`config.mk`:
```
export PLATFORM = sky130hd
export DESIGN_NAME = midpoint_line_rasterizer_core
export DESIGN_NICKNAME = d
export VERILOG_FILES = /design/src/hw/rtl/mlr_pkg.sv /design/src/hw/rtl/midpoint_line_rasterizer_core.sv /design/src/hw/rtl/mlr_ctrl.sv /design/src/hw/rtl/mlr_datapath.sv
export VERILOG_INCLUDE_DIRS = /design/src /design/src/hw/rtl
export SDC_FILE = /design/constraint.sdc
export NUM_CORES = 1
export LEC_CHECK = 0
export BUFFER_PORTS_ARGS = -buffer_cell sky130_fd_sc_hd__clkbuf_2
export CAP_MARGIN = 20
export CORE_ASPECT_RATIO = 2
export CORE_MARGIN = 5
export CORE_UTILIZATION = 35
export CTS_BUF_LIST = sky130_fd_sc_hd__clkbuf_8
export CTS_CLUSTER_SIZE = 10
export DETAILED_ROUTE_END_ITERATION = 7
export SLEW_MARGIN = 20
export SYNTH_ARGS = -nofsm -noshare
export SYNTH_HDL_FRONTEND = slang
export SYNTH_SLANG_ARGS = --single-unit
export TNS_END_PERCENT = 5
```
`constraint.sdc`:
```
create_clock -name aclk -period 6.89 [get_ports aclk]
set_input_delay 1.0335 -clock aclk [delete_from_list [all_inputs] [get_ports aclk]]
set_output_delay 1.0335 -clock aclk [all_outputs]
set_load 0.01 [all_outputs]
```
`src/hw/rtl/midpoint_line_rasterizer_core_defines.svh`:
```
// Assertion macros shared by the line rasterizer RTL.
`ifndef MIDPOINT_LINE_RASTERIZER_CORE_DEFINES_SVH
`define MIDPOINT_LINE_RASTERIZER_CORE_DEFINES_SVH

`ifndef ASSERT_OFF
// Implication check on aclk, muted while aresetn is low.
`define MLR_ASSERT_IMPL(lbl, prop) \
    lbl: assert property (@(posedge aclk) disable iff (!aresetn) prop) \
        else $error("rasterizer check failed");
// Condition that must never be true on a clock edge.
`define MLR_ASSERT_NEVER(lbl, cond) \
    lbl: assert property (@(posedge aclk) disable iff (!aresetn) !(cond)) \
        else $error("rasterizer forbidden condition seen");
`else
`define MLR_ASSERT_IMPL(lbl, prop)
`define MLR_ASSERT_NEVER(lbl, cond)
`endif

`endif

```
`src/hw/rtl/mlr_pkg.sv`:
```
// Types and constants of the midpoint line rasterizer.
`timescale 1ns / 1ps
package mlr_pkg;

    localparam int COORD_BITS = 6;
    localparam int COLOR_BITS = 24;
    // decision variable and increments stay within four times the tile side
    localparam int DEC_BITS   = COORD_BITS + 4;

    typedef logic [COORD_BITS-1:0]      coord_t;
    typedef logic [COLOR_BITS-1:0]      color_t;
    typedef logic signed [DEC_BITS-1:0] dec_t;

    typedef struct packed {
        coord_t start_x;
        coord_t start_y;
        coord_t end_x;
        coord_t end_y;
        color_t line_color;
    } segment_t;

    typedef struct packed {
        coord_t pixel_x;
        coord_t pixel_y;
        color_t pixel_color;
        logic   last_pixel;
    } pixel_t;

    typedef enum logic [1:0] {
        OCT_SHALLOW_RISE = 2'd0,
        OCT_STEEP_RISE   = 2'd1,
        OCT_SHALLOW_FALL = 2'd2,
        OCT_STEEP_FALL   = 2'd3
    } octant_t;

    typedef struct packed {
        logic load;
        logic init;
        logic emit;
    } dp_cmd_t;

    typedef struct packed {
        logic steps_zero;
        logic out_free;
    } dp_status_t;

endpackage

```
`src/hw/rtl/midpoint_line_rasterizer_core.sv`:
```
// Top level of the midpoint line rasterizer: sequencer, datapath and checks.
//
// Rasterizes one segment per input transaction inside a 64 by 64 tile and
// returns its pixels in walking order, one output transaction per pixel,
// each carrying the segment color, with last_pixel set on the final one.
// The walk always runs toward the larger major coordinate, so a segment may
// come out in the reverse of the order its endpoints were given. A segment
// with |major delta| = n yields n+1 pixels; equal endpoints yield a single
// pixel. A segment goes through setup (case select and swap, then decision
// variable and increments) and then yields one pixel per cycle when the
// output side does not stall. The pixel rate is set by the single midpoint
// step unit, which advances once per cycle into the output register while
// the output side does not stall. One segment is processed at a time; the
// next one is taken as soon as the final pixel sits in the output register,
// even if that pixel has not yet been consumed.
`timescale 1ns / 1ps
`include "midpoint_line_rasterizer_core_defines.svh"
module midpoint_line_rasterizer_core import mlr_pkg::*; (
    input  logic     aclk,
    input  logic     aresetn,
    // segment input
    input  logic     s_valid,
    output logic     s_ready,
    input  segment_t s_data,
    // pixel output
    output logic     m_valid,
    input  logic     m_ready,
    output pixel_t   m_data
);

    dp_cmd_t    cmd;
    dp_status_t status;

    // control: idle / setup / walk sequencing
    mlr_ctrl u_ctrl (
        .aclk    (aclk),
        .aresetn (aresetn),
        .s_valid (s_valid),
        .s_ready (s_ready),
        .cmd     (cmd),
        .status  (status)
    );

    // datapath: decision variable, walk position, output register
    mlr_datapath u_datapath (
        .aclk    (aclk),
        .aresetn (aresetn),
        .s_data  (s_data),
        .cmd     (cmd),
        .status  (status),
        .m_valid (m_valid),
        .m_ready (m_ready),
        .m_data  (m_data)
    );

    // one segment in flight: ready drops right after a segment is taken
    `MLR_ASSERT_IMPL(a_one_segment, (s_valid && s_ready) |=> !s_ready)
    // a new segment is never taken while a non-final pixel is pending
    `MLR_ASSERT_NEVER(a_no_early_accept, s_ready && m_valid && !m_data.last_pixel)
    // after a non-final pixel is consumed the next one follows at once
    `MLR_ASSERT_IMPL(a_walk_continues,
        (m_valid && m_ready && !m_data.last_pixel) |=> m_valid)

endmodule

```
`src/hw/rtl/mlr_ctrl.sv`:
```
// Sequencer of the line rasterizer: setup, walk and hand-off control.
`timescale 1ns / 1ps
module mlr_ctrl import mlr_pkg::*; (
    input  logic       aclk,
    input  logic       aresetn,
    input  logic       s_valid,
    output logic       s_ready,
    output dp_cmd_t    cmd,
    input  dp_status_t status
);

    typedef enum logic [1:0] {
        ST_IDLE,
        ST_INIT,
        ST_WALK
    } state_t;

    state_t state_reg, state_next;
    logic   s_ready_reg, s_ready_next;

    always_comb begin
        state_next = state_reg;
        cmd        = '0;
        unique case (state_reg)
            ST_IDLE: begin
                if (s_valid && s_ready_reg) begin
                    cmd.load   = 1'b1;
                    state_next = ST_INIT;
                end
            end
            ST_INIT: begin
                cmd.init   = 1'b1;
                state_next = ST_WALK;
            end
            ST_WALK: begin
                if (status.out_free) begin
                    cmd.emit = 1'b1;
                    if (status.steps_zero) begin
                        state_next = ST_IDLE;
                    end
                end
            end
            default: begin
                state_next = ST_IDLE;
            end
        endcase
        s_ready_next = (state_next == ST_IDLE);
    end

    always_ff @(posedge aclk) begin
        if (!aresetn) begin
            state_reg   <= ST_IDLE;
            s_ready_reg <= 1'b0;
        end else begin
            state_reg   <= state_next;
            s_ready_reg <= s_ready_next;
        end
    end

    assign s_ready = s_ready_reg;

endmodule

```
`src/hw/rtl/mlr_datapath.sv`:
```
// Datapath of the line rasterizer: case select, setup, midpoint step, output register.
`timescale 1ns / 1ps
module mlr_datapath import mlr_pkg::*; (
    input  logic       aclk,
    input  logic       aresetn,
    input  segment_t   s_data,
    input  dp_cmd_t    cmd,
    output dp_status_t status,
    output logic       m_valid,
    input  logic       m_ready,
    output pixel_t     m_data
);

    function automatic dec_t widen(coord_t v);
        return dec_t'({{(DEC_BITS-COORD_BITS){1'b0}}, v});
    endfunction

    // endpoints after swap, held from load to init
    coord_t  pa_x_reg, pa_y_reg, pb_x_reg, pb_y_reg;
    octant_t oct_reg, oct_next;
    color_t  color_reg;

    // walk state
    coord_t  walk_x_reg, walk_y_reg, walk_x_next, walk_y_next;
    dec_t    dec_reg, dec_next;
    dec_t    inc_a_reg, inc_b_reg;
    coord_t  steps_reg;

    pixel_t  out_reg;
    logic    out_valid_reg;

    // case selection on the incoming segment
    logic signed [COORD_BITS:0] dx, dy, adx, ady;
    logic shallow, same_sign, opposite, swap;

    always_comb begin
        dx        = $signed({1'b0, s_data.end_x}) - $signed({1'b0, s_data.start_x});
        dy        = $signed({1'b0, s_data.end_y}) - $signed({1'b0, s_data.start_y});
        adx       = dx[COORD_BITS] ? -dx : dx;
        ady       = dy[COORD_BITS] ? -dy : dy;
        shallow   = (ady <= adx);
        same_sign = (dx > 0 && dy >= 0) || (dx < 0 && dy <= 0);
        opposite  = (dx > 0 && dy < 0) || (dx < 0 && dy > 0);
        priority if (shallow && dx != 0 && same_sign) begin
            oct_next = OCT_SHALLOW_RISE;
        end else if (!shallow && ((dx == 0 && dy > 0) || same_sign)) begin
            oct_next = OCT_STEEP_RISE;
        end else if (shallow && opposite) begin
            oct_next = OCT_SHALLOW_FALL;
        end else begin
            oct_next = OCT_STEEP_FALL;
        end
        if (oct_next == OCT_SHALLOW_RISE || oct_next == OCT_SHALLOW_FALL) begin
            swap = (s_data.start_x > s_data.end_x);
        end else begin
            swap = (s_data.start_y > s_data.end_y);
        end
    end

    always_ff @(posedge aclk) begin
        if (cmd.load) begin
            pa_x_reg  <= swap ? s_data.end_x   : s_data.start_x;
            pa_y_reg  <= swap ? s_data.end_y   : s_data.start_y;
            pb_x_reg  <= swap ? s_data.start_x : s_data.end_x;
            pb_y_reg  <= swap ? s_data.start_y : s_data.end_y;
            oct_reg   <= oct_next;
            color_reg <= s_data.line_color;
        end
    end

    // setup of decision variable and increments
    dec_t mx, my, init_dec, init_a, init_b;
    coord_t init_steps;

    always_comb begin
        mx = widen(pb_x_reg) - widen(pa_x_reg);
        my = widen(pb_y_reg) - widen(pa_y_reg);
        unique case (oct_reg)
            OCT_SHALLOW_RISE: begin
                init_dec   = mx - (my <<< 1);
                init_a     = (mx <<< 1) - (my <<< 1);
                init_b     = -(my <<< 1);
                init_steps = mx[COORD_BITS-1:0];
            end
            OCT_STEEP_RISE: begin
                init_dec   = (mx <<< 1) - my;
                init_a     = mx <<< 1;
                init_b     = (mx - my) <<< 1;
                init_steps = my[COORD_BITS-1:0];
            end
            OCT_SHALLOW_FALL: begin
                init_dec   = -mx - (my <<< 1);
                init_a     = -(my <<< 1);
                init_b     = -((mx + my) <<< 1);
                init_steps = mx[COORD_BITS-1:0];
            end
            default: begin
                init_dec   = (mx <<< 1) + my;
                init_a     = mx <<< 1;
                init_b     = (mx + my) <<< 1;
                init_steps = my[COORD_BITS-1:0];
            end
        endcase
    end

    // one midpoint step
    logic take_a;

    always_comb begin
        walk_x_next = walk_x_reg;
        walk_y_next = walk_y_reg;
        unique case (oct_reg)
            OCT_SHALLOW_RISE: begin
                take_a      = (dec_reg <= 0);
                walk_x_next = walk_x_reg + 1'b1;
                if (take_a) walk_y_next = walk_y_reg + 1'b1;
            end
            OCT_STEEP_RISE: begin
                take_a      = (dec_reg < 0);
                walk_y_next = walk_y_reg + 1'b1;
                if (!take_a) walk_x_next = walk_x_reg + 1'b1;
            end
            OCT_SHALLOW_FALL: begin
                take_a      = (dec_reg < 0);
                walk_x_next = walk_x_reg + 1'b1;
                if (!take_a) walk_y_next = walk_y_reg - 1'b1;
            end
            default: begin
                take_a      = (dec_reg > 0);
                walk_y_next = walk_y_reg + 1'b1;
                if (!take_a) walk_x_next = walk_x_reg - 1'b1;
            end
        endcase
        dec_next = dec_reg + (take_a ? inc_a_reg : inc_b_reg);
    end

    always_ff @(posedge aclk) begin
        if (cmd.init) begin
            walk_x_reg <= pa_x_reg;
            walk_y_reg <= pa_y_reg;
            dec_reg    <= init_dec;
            inc_a_reg  <= init_a;
            inc_b_reg  <= init_b;
            steps_reg  <= init_steps;
        end else if (cmd.emit && steps_reg != '0) begin
            walk_x_reg <= walk_x_next;
            walk_y_reg <= walk_y_next;
            dec_reg    <= dec_next;
            steps_reg  <= steps_reg - 1'b1;
        end
    end

    // output register
    always_ff @(posedge aclk) begin
        if (cmd.emit) begin
            out_reg.pixel_x     <= walk_x_reg;
            out_reg.pixel_y     <= walk_y_reg;
            out_reg.pixel_color <= color_reg;
            out_reg.last_pixel  <= (steps_reg == '0);
        end
    end

    always_ff @(posedge aclk) begin
        if (!aresetn) begin
            out_valid_reg <= 1'b0;
        end else if (cmd.emit) begin
            out_valid_reg <= 1'b1;
        end else if (m_ready) begin
            out_valid_reg <= 1'b0;
        end
    end

    assign status.out_free   = !out_valid_reg || m_ready;
    assign status.steps_zero = (steps_reg == '0);
    assign m_valid           = out_valid_reg;
    assign m_data            = out_reg;

endmodule

```
[Word level (Yosys, flattened, before mapping)]
Cells that the tools add are included.
Word-level totals
  flip-flop bits (word level): 139
  output and inout bits: 39
  logic and storage cells: 135
Operators by class
  $add $sub $neg: 22
  order comparisons: 12
  eq/ne operators: 9
  mux-type cells: 41
  reduce and logical (&&, ||, !) cells: 32
Operators by type and width (count)
  two-way mux 6 bit: 15
  case mux 10 bit (3 select lines): 2
  logical NOT 32 bit: 1
  nonzero test 32 bit: 1
  two-way mux 10 bit: 3
  subtractor 6 x 6 -> 7 bit: 4
  case mux 6 bit (2 select lines): 2
  case mux 10 bit (2 select lines): 1
  subtractor 6 x 1 -> 6 bit, second input constant: 3
  > comparator 7 x 1 -> 1 bit, second input constant: 2
  less-than comparator 7 x 1 -> 1 bit, second input constant: 2
  two-way mux 7 bit: 2
  negator 7 bit: 2
  adder 6 x 1 -> 6 bit, second input constant: 2
  > comparator 6 bit: 2
  logical AND 1 bit: 11
  adder 10 bit: 1
  > comparator 10 x 1 -> 1 bit, second input constant: 1
  less-or-equal comparator 10 x 1 -> 1 bit, second input constant: 1
  less-than comparator 10 x 1 -> 1 bit, second input constant: 1
  two-way mux 2 bit: 5
  negator 10 bit: 1
  negator 7 -> 10 bit: 1
  negator 8 -> 10 bit: 1
  other kinds (26): 49

[Longest topological paths before layout]
Gate-level depths: netlist of run 1.
  depth after elaboration: 12
  gate-level depth with buffers: 19

[Modules after synthesis]
Synthesis of run 1 repeated with hierarchy kept, for this count alone.
Unflattened totals
  cells, all modules: 996
  area, all modules: 10402.5 µm²
By module, submodules not included
  mlr_datapath: instances 1, cells an instance 983, area each 10277.4 µm²
  mlr_ctrl: instances 1, cells an instance 13, area each 125.1 µm²

[Worst setup path after synthesis of run 1]
No wires, ideal clock.
  kind: input -> register
  from: input port s_valid
  to: register u_datapath.color_reg[0] (enable)
  library setup time: 523 ps
  arrival time: 4568 ps
  required time: 6367 ps
  setup slack: 1799 ps
  stages: 2
  path buffers: 0
  cells stage by stage: nand2_1 > nor3_1
RTL lines
  start, declared: line midpoint_line_rasterizer_core.sv:22  | input logic s_valid,
  end signal, assigned: line mlr_datapath.sv:67  | color_reg <= s_data.line_color;
  end, declared: line mlr_datapath.sv:21  | color_t color_reg;

[Final worst setup path of run 1]
  from: input port s_data[30] (netlist name)
  to: register u_datapath.pa_x_reg[5], data pin
On the way
  longest elaborated chain between the ends: 12
Ends and longest elaborated chain
  start, declared: line midpoint_line_rasterizer_core.sv:24  | input segment_t s_data,
  subtractor 6 x 6 -> 7 bit (*): line mlr_datapath.sv:37  | dx = $signed({1'b0, s_data.end_x}) - $signed({1'b0, s_data.start_x});
  negator 7 bit, or another cell as far along: line mlr_datapath.sv:39  | adx = dx[COORD_BITS] ? -dx : dx;
  two-way mux 7 bit, or another cell as far along: line mlr_datapath.sv:39
  less-or-equal comparator 7 bit, or another cell as far along: line mlr_datapath.sv:41  | shallow = (ady <= adx);
  logical AND 1 bit, or another cell as far along: line mlr_datapath.sv:48  | end else if (shallow && opposite) begin
  two-way mux 1 bit / logical AND 1 bit (equally long branches): line mlr_datapath.sv:48, mlr_datapath.sv:46
  two-way mux 2 bit: line mlr_datapath.sv:46  | end else if (!shallow && ((dx == 0 && dy > 0) || same_sign)) begin
  two-way mux 2 bit (*): line mlr_datapath.sv:44  | priority if (shallow && dx != 0 && same_sign) begin
  named net u_datapath.oct_next[0]: line mlr_datapath.sv:20  | octant_t oct_reg, oct_next;
  equality test 2 bit / logical NOT 2 bit (equally long branches): line mlr_datapath.sv:53  | if (oct_next == OCT_SHALLOW_RISE || oct_next == OCT_SHALLOW_FALL) begin
  logical OR 1 bit (*): line mlr_datapath.sv:53
  two-way mux 1 bit (*): line mlr_datapath.sv:53
  two-way mux 6 bit (*): line mlr_datapath.sv:62  | pa_x_reg <= swap ? s_data.end_x : s_data.start_x;
  end signal, assigned: line mlr_datapath.sv:62
  end, declared: line mlr_datapath.sv:19  | coord_t pa_x_reg, pa_y_reg, pb_x_reg, pb_y_reg;
The timed path passes the listed nets; every way through them passes the cells marked *.
A chain may end at the register's enable or synchronous reset.

==> flow_metrics.tcl, run 1 <==
set metrics [dict create \
    port_buffers 90 \
    drive_gt1_frac 0.1815 \
    cts-buffers-inserted 17 \
    synth_top_area_frac 0.4072 \
    area_delta_synth_final_pct 13.61 \
    drv_slew 0 \
    synth_largest_area_cell "edfxtp_1" \
    grt_remaining_overflow 0 \
    htreeDepth 4 \
    num_vias 7341 \
    utilization 0.4029 \
    cp-end-kind "flop" \
    reg2reg_to "u_datapath.dec_reg[9]" \
    syn_area_per_cell_um2 10.66 \
    ys_warn_count 0 \
    synth-async-reset-ratio 0 \
    ant_nets 0 \
    p_leak_nw 4.656 \
    reg2reg_depth 15 \
    seq_area_frac_synth 0.4154 \
    start_util 0.3546 \
    status "finished clean" \
    vias_per_cell 5.285 \
    peakVddDrop_mv 0.1494 \
    largest_reg_flops 37 \
    clock.fmax_ghz 0.1921 \
    grt.total_usage 0.1575 \
    fin_crit_sh 0.7555 \
    synth_nets 1088 \
    holdPathEnd "u_datapath.m_data[1]" \
    clk_root_buffer_cell "clkbuf_8" \
    hp-class "flop to flop" \
    rows 86 \
    cts.sinks 137 \
    io_pins 91 \
    worst_slew_pin_slew_ns 1.093 \
    grt_max_degree 39 \
    wl_um 24780 \
    start_kind "primary input" \
    postCtsSetupRepairBufs 0 \
    synth_common_cells "edfxtp_1 (133), ha_1 (103), inv_1 (93)" \
    drc 0 \
    core_area_mm2 0.02765 \
    die_h_um 246.7 \
    synth_area_mm2 0.009807 \
    clk_pin_slew_ns 0.09 \
    place.gp.congestion 0.8740 \
    required_ns 7.11 \
    finalSetupViolCount 0 \
    synthTopCellsByArea "edfxtp_1 (41%), ha_1 (13%), xnor2_1 (4.2%)" \
    die_width_um 128.4 \
    synth_edf_count 133 \
    cp_max_fo 13 \
    rsz0062_at_grt "false" \
    fin_skew_ns 0.01953 \
    r2r_slack_ns 2.45 \
    synth_cell_type_count 73 \
    post_cts_resized 0 \
    antenna_found_initial 1 \
    cts_tree "done" \
    maxCapViolations 0 \
    arrival_ns 5.42 \
    synth_most_common_cell "edfxtp_1" \
    die_area_mm2 0.03167 \
    drt-pass1-iter-count 5 \
    cts_hold_buffers 0 \
    wl_per_cell_um 17.84 \
    slew_headroom 0.2689 \
    min_from "u_datapath.color_reg[0]" \
    fin_nets 1191 \
    fin_crit_ns 5.205 \
    synthCells 920 \
    insertion_delay_ns 0.47 \
    r2r_start "u_datapath.dec_reg[5]" \
    ys_ff_latch 137 \
    crit_type "primary input to flop" \
    min_path_cells 0 \
    setup_tns_ns 0 \
    clock_path_buffers 2 \
    synth_ff_type "edfxtp_1" \
    drt_iter0_drc 347 \
    grt_pass1_vias 7647 \
    fillers 2665 \
    final_hold_viol_count 0 \
    dp_hpwl_um 19650 \
    p_per_area_mw_per_mm2 341.5 \
    grt_pass1_wl_um 38790 \
]
==> kinds of logic after synthesis <==
logic type / synth area share
buffers and inverters: 0.04708
adders and majority gates: 0.1579
DFF: 0.4154
muxes: 0.05512
xor gates and xnor gates: 0.06226
AOI/OAI and AO/OA: 0.1625
and+or+nand+nor: 0.09965
==> critical path, stage by stage <==
cell      delay [ns]
clkbuf_2        0.10
inv_1           0.05
ha_1            0.15
inv_1           0.05
fa_1            0.41
a211oi_2        0.23
nor2_2          0.09
a21o_1          0.21
a21oi_4         0.30
nand2_1         0.11
xnor2_1         0.15
ha_1            0.30
a21o_1          0.16
a2111o_1        0.40
o21ai_1         0.27
o31ai_4         0.15
mux2i_4         0.53
buf_4           0.35
mux2_2          0.36
==> report_power, final <==
group          leakage [nW]  internal, mW  total (mW)  switching (mW)
sequential             1.25          1.03        1.06          0.0295
combinational          3.21         0.875        2.08            1.20
clock                 0.199         0.299       0.666           0.367
total                  4.66          2.21        3.80            1.60
==> through the flow <==
step | cell area (um^2) | total power [mW] | hold WS, ns | std cells | setup WS (ns)
after floorplan | 9807 | 2.652 | 0.4003 | 920 | 1.799
after global placement | 10740 | 3.104 | 0.4007 | 1356 | 1.308
after detailed placement | 10740 | 3.146 | 0.4045 | 1356 | 1.162
after CTS | 11140 | 3.821 | 0.4208 | 1388 | 1.666
after global routing | 11140 | 4.072 | 0.4307 | 1389 | 1.418
final | 11140 | 3.804 | 0.4186 | 1389 | 1.685
==> per-layer routing <==
metal / global-route usage / share of wire / vias up
met5: 0 / 0 / -
met4: 0.07938 / 0.040 / 0
met3: 0.02378 / 0.032 / 58
met2: 0.3276 / 0.61 / 184
met1: 0.1380 / 0.32 / 3526
li1: - / - / 3573
==> worst max path at each step <==
stage | to | depth (start not counted) | slack, ns | from
global route | u_datapath.pa_x_reg[5] | 19 | 1.42 | s_data[30]
CTS | u_datapath.pa_x_reg[5] | 19 | 1.67 | s_data[30]
detailed placement | u_datapath.pa_x_reg[5] | 19 | 1.16 | s_data[30]
floorplan | u_datapath.color_reg[0] | 2 | 1.80 | s_valid
global placement | u_datapath.pb_x_reg[5] | 19 | 1.31 | s_data[30]
finish | u_datapath.pa_x_reg[5] | 19 | 1.68 | s_data[30]
==> final cells by class <==
class	instances	area, um^2	share of cell area
diodes	1	2.502	0.0002246
clock buffers	17	234.0	0.02100
clock inverters	15	165.2	0.01482
inverters	93	349.1	0.03133
multi-input cells	664	5276	0.4736
flip-flops and latches	137	4074	0.3656
well taps	352	440.4	0.03953
repair buffers	110	600.6	0.05390
==> cells in the final DEF, fill, tap and decap left out, drive strengths merged, types with 5 or more instances in the layout <==
| cell | instances |
|---|---|
| nor4 | 5 |
| nand3 | 11 |
| nand2b | 21 |
| o31a | 6 |
| fa | 13 |
| nor2 | 74 |
| a221oi | 6 |
| buf | 20 |
| o22ai | 6 |
| a211oi | 12 |
| xor2 | 19 |
| nor3 | 14 |
| inv | 98 |
| a21o | 14 |
| ha | 103 |
| o31ai | 7 |
| o21a | 9 |
| nor2b | 8 |
| mux2 | 34 |
| a22oi | 10 |
| o21ai | 37 |
| o21bai | 14 |
| nand2 | 43 |
| xnor2 | 49 |
| edfxtp | 133 |
| clkinv | 8 |
| clkbuf | 107 |
| and2 | 5 |
| a21oi | 73 |
| and3 | 8 |
| mux2i | 7 |
Note: power is estimated with default switching activity, not from simulation.
==> inputs of run 2 (changes only) <==
Clock period 6.89 ns to 4.2 ns, I/O delays scaled along.
==> run 2 against run 1 <==
Against the previous run:
- via count grew 3.4%
- non-clock buffer count increased by 80
- hold slack got worse by 0.078 ns
- die area stayed put
- critical endpoint is now u_datapath.pb_y_reg[5]
- register-to-register slack worse by 2.3 ns
- sequential power is 64% higher
- final cell count grew 5.8%
- routed wire length grew 1.7%
- clock-buffer cell count unchanged
- combinational power is 83% higher
- setup slack got worse by 1.6 ns
- highest routed layer unchanged
- global-route usage is 0.21 points higher
==> flow_metrics.tcl, run 2 (synthesis gave the netlist of run 1 again) <==
set metrics [dict create \
    maxCapViolations 0 \
    startpoint "s_data[30]" \
    final_cells 1469 \
    grt_max_degree 38 \
    r2r_slack_ns 0.17 \
    grt_remaining_overflow 0 \
    reg2reg_to "u_datapath.dec_reg[9]" \
    rows 86 \
    io_pins 91 \
    cp-end-kind "flop" \
    peakVddDrop_mv 0.2427 \
    grt_pass1_vias 7854 \
    dp_hpwl_um 20290 \
    cts_tree "done" \
    required_ns 4.40 \
    cts-buffers-inserted 17 \
    wl_um 25210 \
    core_area_mm2 0.02765 \
    clock_path_buffers 2 \
    cp_max_fo 24 \
    clk_root_buffer_cell "clkbuf_8" \
    ant_nets 0 \
    arrival_ns 4.27 \
    start_util 0.3546 \
    p_per_area_mw_per_mm2 564.7 \
    cts.sinks 137 \
    fin_nets 1271 \
    finalSetupViolCount 0 \
    final_cell_mix "edfxtp_1 (133), ha_1 (103), buf_4 (98)" \
    rsz0062_at_grt "true" \
    grt_pass1_wl_um 39260 \
    drt-pass1-iter-count 5 \
    ff_latch_area_mm2 0.004074 \
    seq_power_share 0.261 \
    port_buffers 90 \
    drt_iter0_drc 311 \
    utilization 0.4272 \
    area_delta_synth_final_pct 20.46 \
    place.gp.congestion 0.8695 \
    multi_input_area_mm2 0.005306 \
    p_sw_frac 0.4071 \
    p_clk_frac 0.168 \
    final_common_cell "edfxtp_1" \
    clock.fmax_ghz 0.2457 \
    reg2reg_depth 17 \
    htreeDepth 4 \
    fin_crit_sh 0.9689 \
    dp.cells 1436 \
    insertion_delay_ns 0.46 \
    slew_headroom 0.3043 \
    crit_type "primary input to flop" \
    antenna_found_initial 0 \
    power_mw 6.671 \
    r2r_start "u_datapath.pa_x_reg[1]" \
    num_vias 7593 \
    vias_per_cell 5.169 \
    status "finished clean" \
    die_area_mm2 0.03167 \
    setup_tns_ns 0 \
    grt.total_usage 0.1597 \
    fin_skew_ns 0.01354 \
    fillers 2657 \
    hp-class "primary input to flop" \
    combPwrFrac 0.571 \
    start_kind "primary input" \
    drc 0 \
    p_sw_mw 2.716 \
    drive_gt1_frac 0.2437 \
    worst_slew_pin_slew_ns 1.040 \
    final_hold_viol_count 0 \
    largest_reg_flops 37 \
    p_int_mw 3.955 \
    clk_pin_slew_ns 0.09 \
    wl_per_cell_um 17.16 \
    die_width_um 128.4 \
    die_h_um 246.7 \
    cp-endpoint "u_datapath.pb_y_reg[5]" \
    drv_slew 0 \
    holdWs_ns 0.3410 \
    p_leak_nw 5.066 \
    fin_crit_ns 4.069 \
]
[run 2: cell count changes in the layout (fill, tap and decap cells not counted), sizes merged]
cell,change
inv,+4
clkinv,-4
buf,+80
[run 2: cell type report]
type | count | share of cell area
Timing Repair Buffer | 190 | 0.1038
Inverter | 93 | 0.02955
Multi-Input combinational cell | 664 | 0.4492
Clock buffer | 17 | 0.01981
Tap cell | 352 | 0.03728
Antenna cell | 1 | 0.0002118
Clock inverter | 15 | 0.01536
Sequential cell | 137 | 0.3448
[run 2: per-stage QoR]
| stage | setup slack (ns) | cell area [um^2] |
|---|---|---|
| after CTS | 0.02443 | 11790 |
| after global placement | -0.3441 | 11370 |
| after detailed placement | -0.4506 | 11370 |
| after floorplan | -0.2366 | 9812 |
| after global routing | -0.04944 | 11810 |
| final | 0.1306 | 11810 |
[run 2: worst min path at each step]
stage | from | endpoint | slack (ns) | cells after the start
floorplan | u_datapath.color_reg[9] | u_datapath.m_data[10] | 0.40 | 0
global placement | u_datapath.color_reg[8] | u_datapath.m_data[9] | 0.40 | 0
detailed placement | u_datapath.color_reg[21] | u_datapath.m_data[22] | 0.40 | 0
CTS | s_data[18] | u_datapath.color_reg[18] | 0.32 | 1
global route | s_data[18] | u_datapath.color_reg[18] | 0.31 | 1
finish | s_data[2] | u_datapath.color_reg[2] | 0.34 | 1
[run 2: repair_timing]
item	in CTS	in global routing
hold buffers	0	0
endpoints found under the hold margin	0	0
gates resized for setup	0	5
endpoints found under the setup margin	0	28
setup buffers	0	0
[run 2: routing by layer]
| layer | track usage | up-vias | share of wire |
|---|---|---|---|
| met5 | 0 | - | 0 |
| met4 | 0.09938 | 0 | 0.060 |
| met3 | 0.02010 | 69 | 0.029 |
| met2 | 0.3267 | 163 | 0.60 |
| met1 | 0.1389 | 3630 | 0.31 |
| li1 | - | 3731 | - |
[run 2: worst max-delay path, stage by stage]
cell      delay (ns)
clkbuf_2        0.09
inv_1           0.05
ha_1            0.15
inv_1           0.05
fa_1            0.39
a211oi_2        0.21
nor2_2          0.07
a21o_1          0.21
a21oi_4         0.17
nand2_1         0.10
xnor2_2         0.15
ha_1            0.30
a21o_1          0.16
a2111o_1        0.41
o21ai_2         0.20
o31ai_4         0.12
mux2i_4         0.21
buf_12          0.23
mux2_2          0.35
[run 2: power groups by stage]
| stage | logic (mW) | clock network [mW] | registers (mW) |
|---|---|---|---|
| 2_1_floorplan | 2.58 | 0 | 1.76 |
| 3_3_place_gp | 3.71 | 0 | 1.77 |
| 3_5_place_dp | 3.77 | 0 | 1.77 |
| 4_1_cts | 3.79 | 1.15 | 1.74 |
| 5_1_grt | 4.18 | 1.21 | 1.75 |
| 6_report | 3.81 | 1.12 | 1.74 |
==> inputs of run 3 (changes only) <==
Settings changed: BUFFER_PORTS_ARGS -buffer_cell sky130_fd_sc_hd__clkbuf_2 to unset, DONT_BUFFER_PORTS set to 1.
==> run 3 against run 2 <==
Against the previous run:
- largest cell class unchanged
- sequential cell count is the same
- routed wire length is essentially flat
- via count shrank 4.4%
- critical path type is now flop to flop
- hold slack lost 0.082 ns
- critical endpoint is now u_datapath.dec_reg[9]
- clock skew grew 0.010 ns
==> flow_metrics.tcl, run 3 (synthesis gave the netlist of run 1 again) <==
set metrics [dict create \
    area_delta_synth_final_pct 16.00 \
    drt_iter0_drc 322 \
    grt_pass1_vias 7725 \
    postCtsSetupRepairBufs 0 \
    start_kind "flop" \
    utilization 0.4114 \
    wl_per_cell_um 18.33 \
    fin_skew_ns 0.02387 \
    peakVddDrop_mv 0.3039 \
    die_h_um 246.7 \
    grt_max_degree 41 \
    status "finished clean" \
    finalSetupViolCount 0 \
    htreeDepth 4 \
    die_area_mm2 0.03167 \
    cts_tree "done" \
    clock_path_buffers 2 \
    ant_nets 0 \
    rsz0062_at_grt "true" \
    drt-pass1-iter-count 5 \
    final_hold_viol_count 0 \
    maxCapViolations 0 \
    grt_pass1_wl_um 39210 \
    worst_slew_pin_slew_ns 0.9617 \
    final_common_cell "edfxtp_1" \
    cts-buffers-inserted 17 \
    finalInstanceArea_mm2 0.01138 \
    multi_input_area_mm2 0.005338 \
    layout_setup_ws_ns 0.2529 \
    r2r_start "u_datapath.pa_x_reg[1]" \
    min_from "s_data[18]" \
    drc 0 \
    slew_headroom 0.3568 \
    place.gp.congestion 0.9021 \
    required_ns 4.51 \
    vias_per_cell 5.275 \
    drv_slew 0 \
    num_vias 7259 \
    antenna_found_initial 1 \
    fin_crit_sh 0.9398 \
    startpoint "u_datapath.pa_x_reg[1]" \
    final_cell_mix "edfxtp_1 (133), ha_1 (103), buf_4 (94)" \
    port_buffers 0 \
    crit_type "flop to flop" \
    insertion_delay_ns 0.46 \
    fin_crit_ns 3.947 \
    ff_latch_area_mm2 0.004074 \
    fillers 2636 \
    die_width_um 128.4 \
    clk_root_buffer_cell "clkbuf_8" \
    p_leak_nw 4.680 \
    setup_tns_ns 0 \
    cp_max_fo 4 \
    max_stage_delay_ns 0.43 \
    start_util 0.3546 \
    crit_chain "inv_1, ha_1, nor2b_1, o21ai_0, a21oi_1, mux2i_1, nand2_1, ha_1, buf_4, and3_1, a2111oi_4, buf_4, o2111ai_1, o311ai_1, buf_4, a21oi_1, o21a_1, a21oi_1" \
    rows 86 \
    hp-class "primary input to flop" \
    fin_nets 1178 \
    place_ws_ns -0.3265 \
    dp_hpwl_um 20220 \
    wl_um 25220 \
    clk_pin_slew_ns 0.10 \
    slowest_stage "edfxtp_1" \
    post_cts_resized 3 \
    drive_gt1_frac 0.1799 \
    cts.sinks 137 \
    io_pins 91 \
    clock.fmax_ghz 0.2534 \
    largest_reg_flops 37 \
    cp-end-kind "flop" \
    grt.total_usage 0.1601 \
    cts_hold_buffers 0 \
    dpl_cell_area_mm2 0.01091 \
    p_per_area_mw_per_mm2 593.9 \
    core_area_mm2 0.02765 \
    grt_remaining_overflow 0 \
    arrival_ns 4.25 \
]
==> run 3: path summary, 6_finish.rpt <==
check / endpoint / slack [ns] / cells after the start
hold / removal: u_datapath.color_reg[18] / 0.26 / 0
setup reg to reg: u_datapath.dec_reg[9] / 0.25 / 18
hold reg to reg: u_datapath.m_data[23] / 0.41 / 0
setup / recovery: u_datapath.dec_reg[9] / 0.25 / 18
==> run 3: layer usage <==
layer | GRT usage | vias up | wire length (um)
met5 | 0 | - | 0
met4 | 0.08750 | 0 | 1270
met1 | 0.1412 | 3498 | 7975
met2 | 0.3316 | 158 | 15260
met3 | 0.01989 | 62 | 716
li1 | - | 3541 | -
==> run 3: report_power, final <==
group	switching [mW]	internal, mW	leakage (nW)
registers	0.0566	1.69	1.25
logic	2.06	1.81	3.22
clock network	0.628	0.502	0.205
total	2.75	4.01	4.68
==> run 3: cell type report <==
cell class	count	area share
clock buffer	17	0.02057
antenna	1	0.0002200
inverter	93	0.03069
tap	352	0.03872
timing repair buffer	97	0.06731
clock inverter	15	0.01518
sequential	137	0.3581
multi-input combinational	664	0.4692
==> run 3: through the flow <==
| stage | hold WS, ns | instances | power [mW] |
|---|---|---|---|
| 6_report | 0.2591 | 1376 | 6.757 |
| 5_1_grt | 0.2322 | 1376 | 7.233 |
| 4_1_cts | 0.2322 | 1375 | 6.740 |
| 3_5_place_dp | 0.4045 | 1343 | 5.580 |
| 3_3_place_gp | 0.4005 | 1343 | 5.519 |
| 2_1_floorplan | 0.4003 | 920 | 4.348 |
==> run 3: worst max-delay path, delay by kind of cell, from the launching register on <==
| family | cells | cell delay (ns) |
|---|---|---|
| and+or+nand+nor | 3 | 0.53 |
| buffers and inverters | 4 | 0.63 |
| muxes | 1 | 0.25 |
| DFF | 1 | 0.43 |
| AOI/OAI and AO/OA | 8 | 1.38 |
| adders and majority gates | 2 | 0.58 |
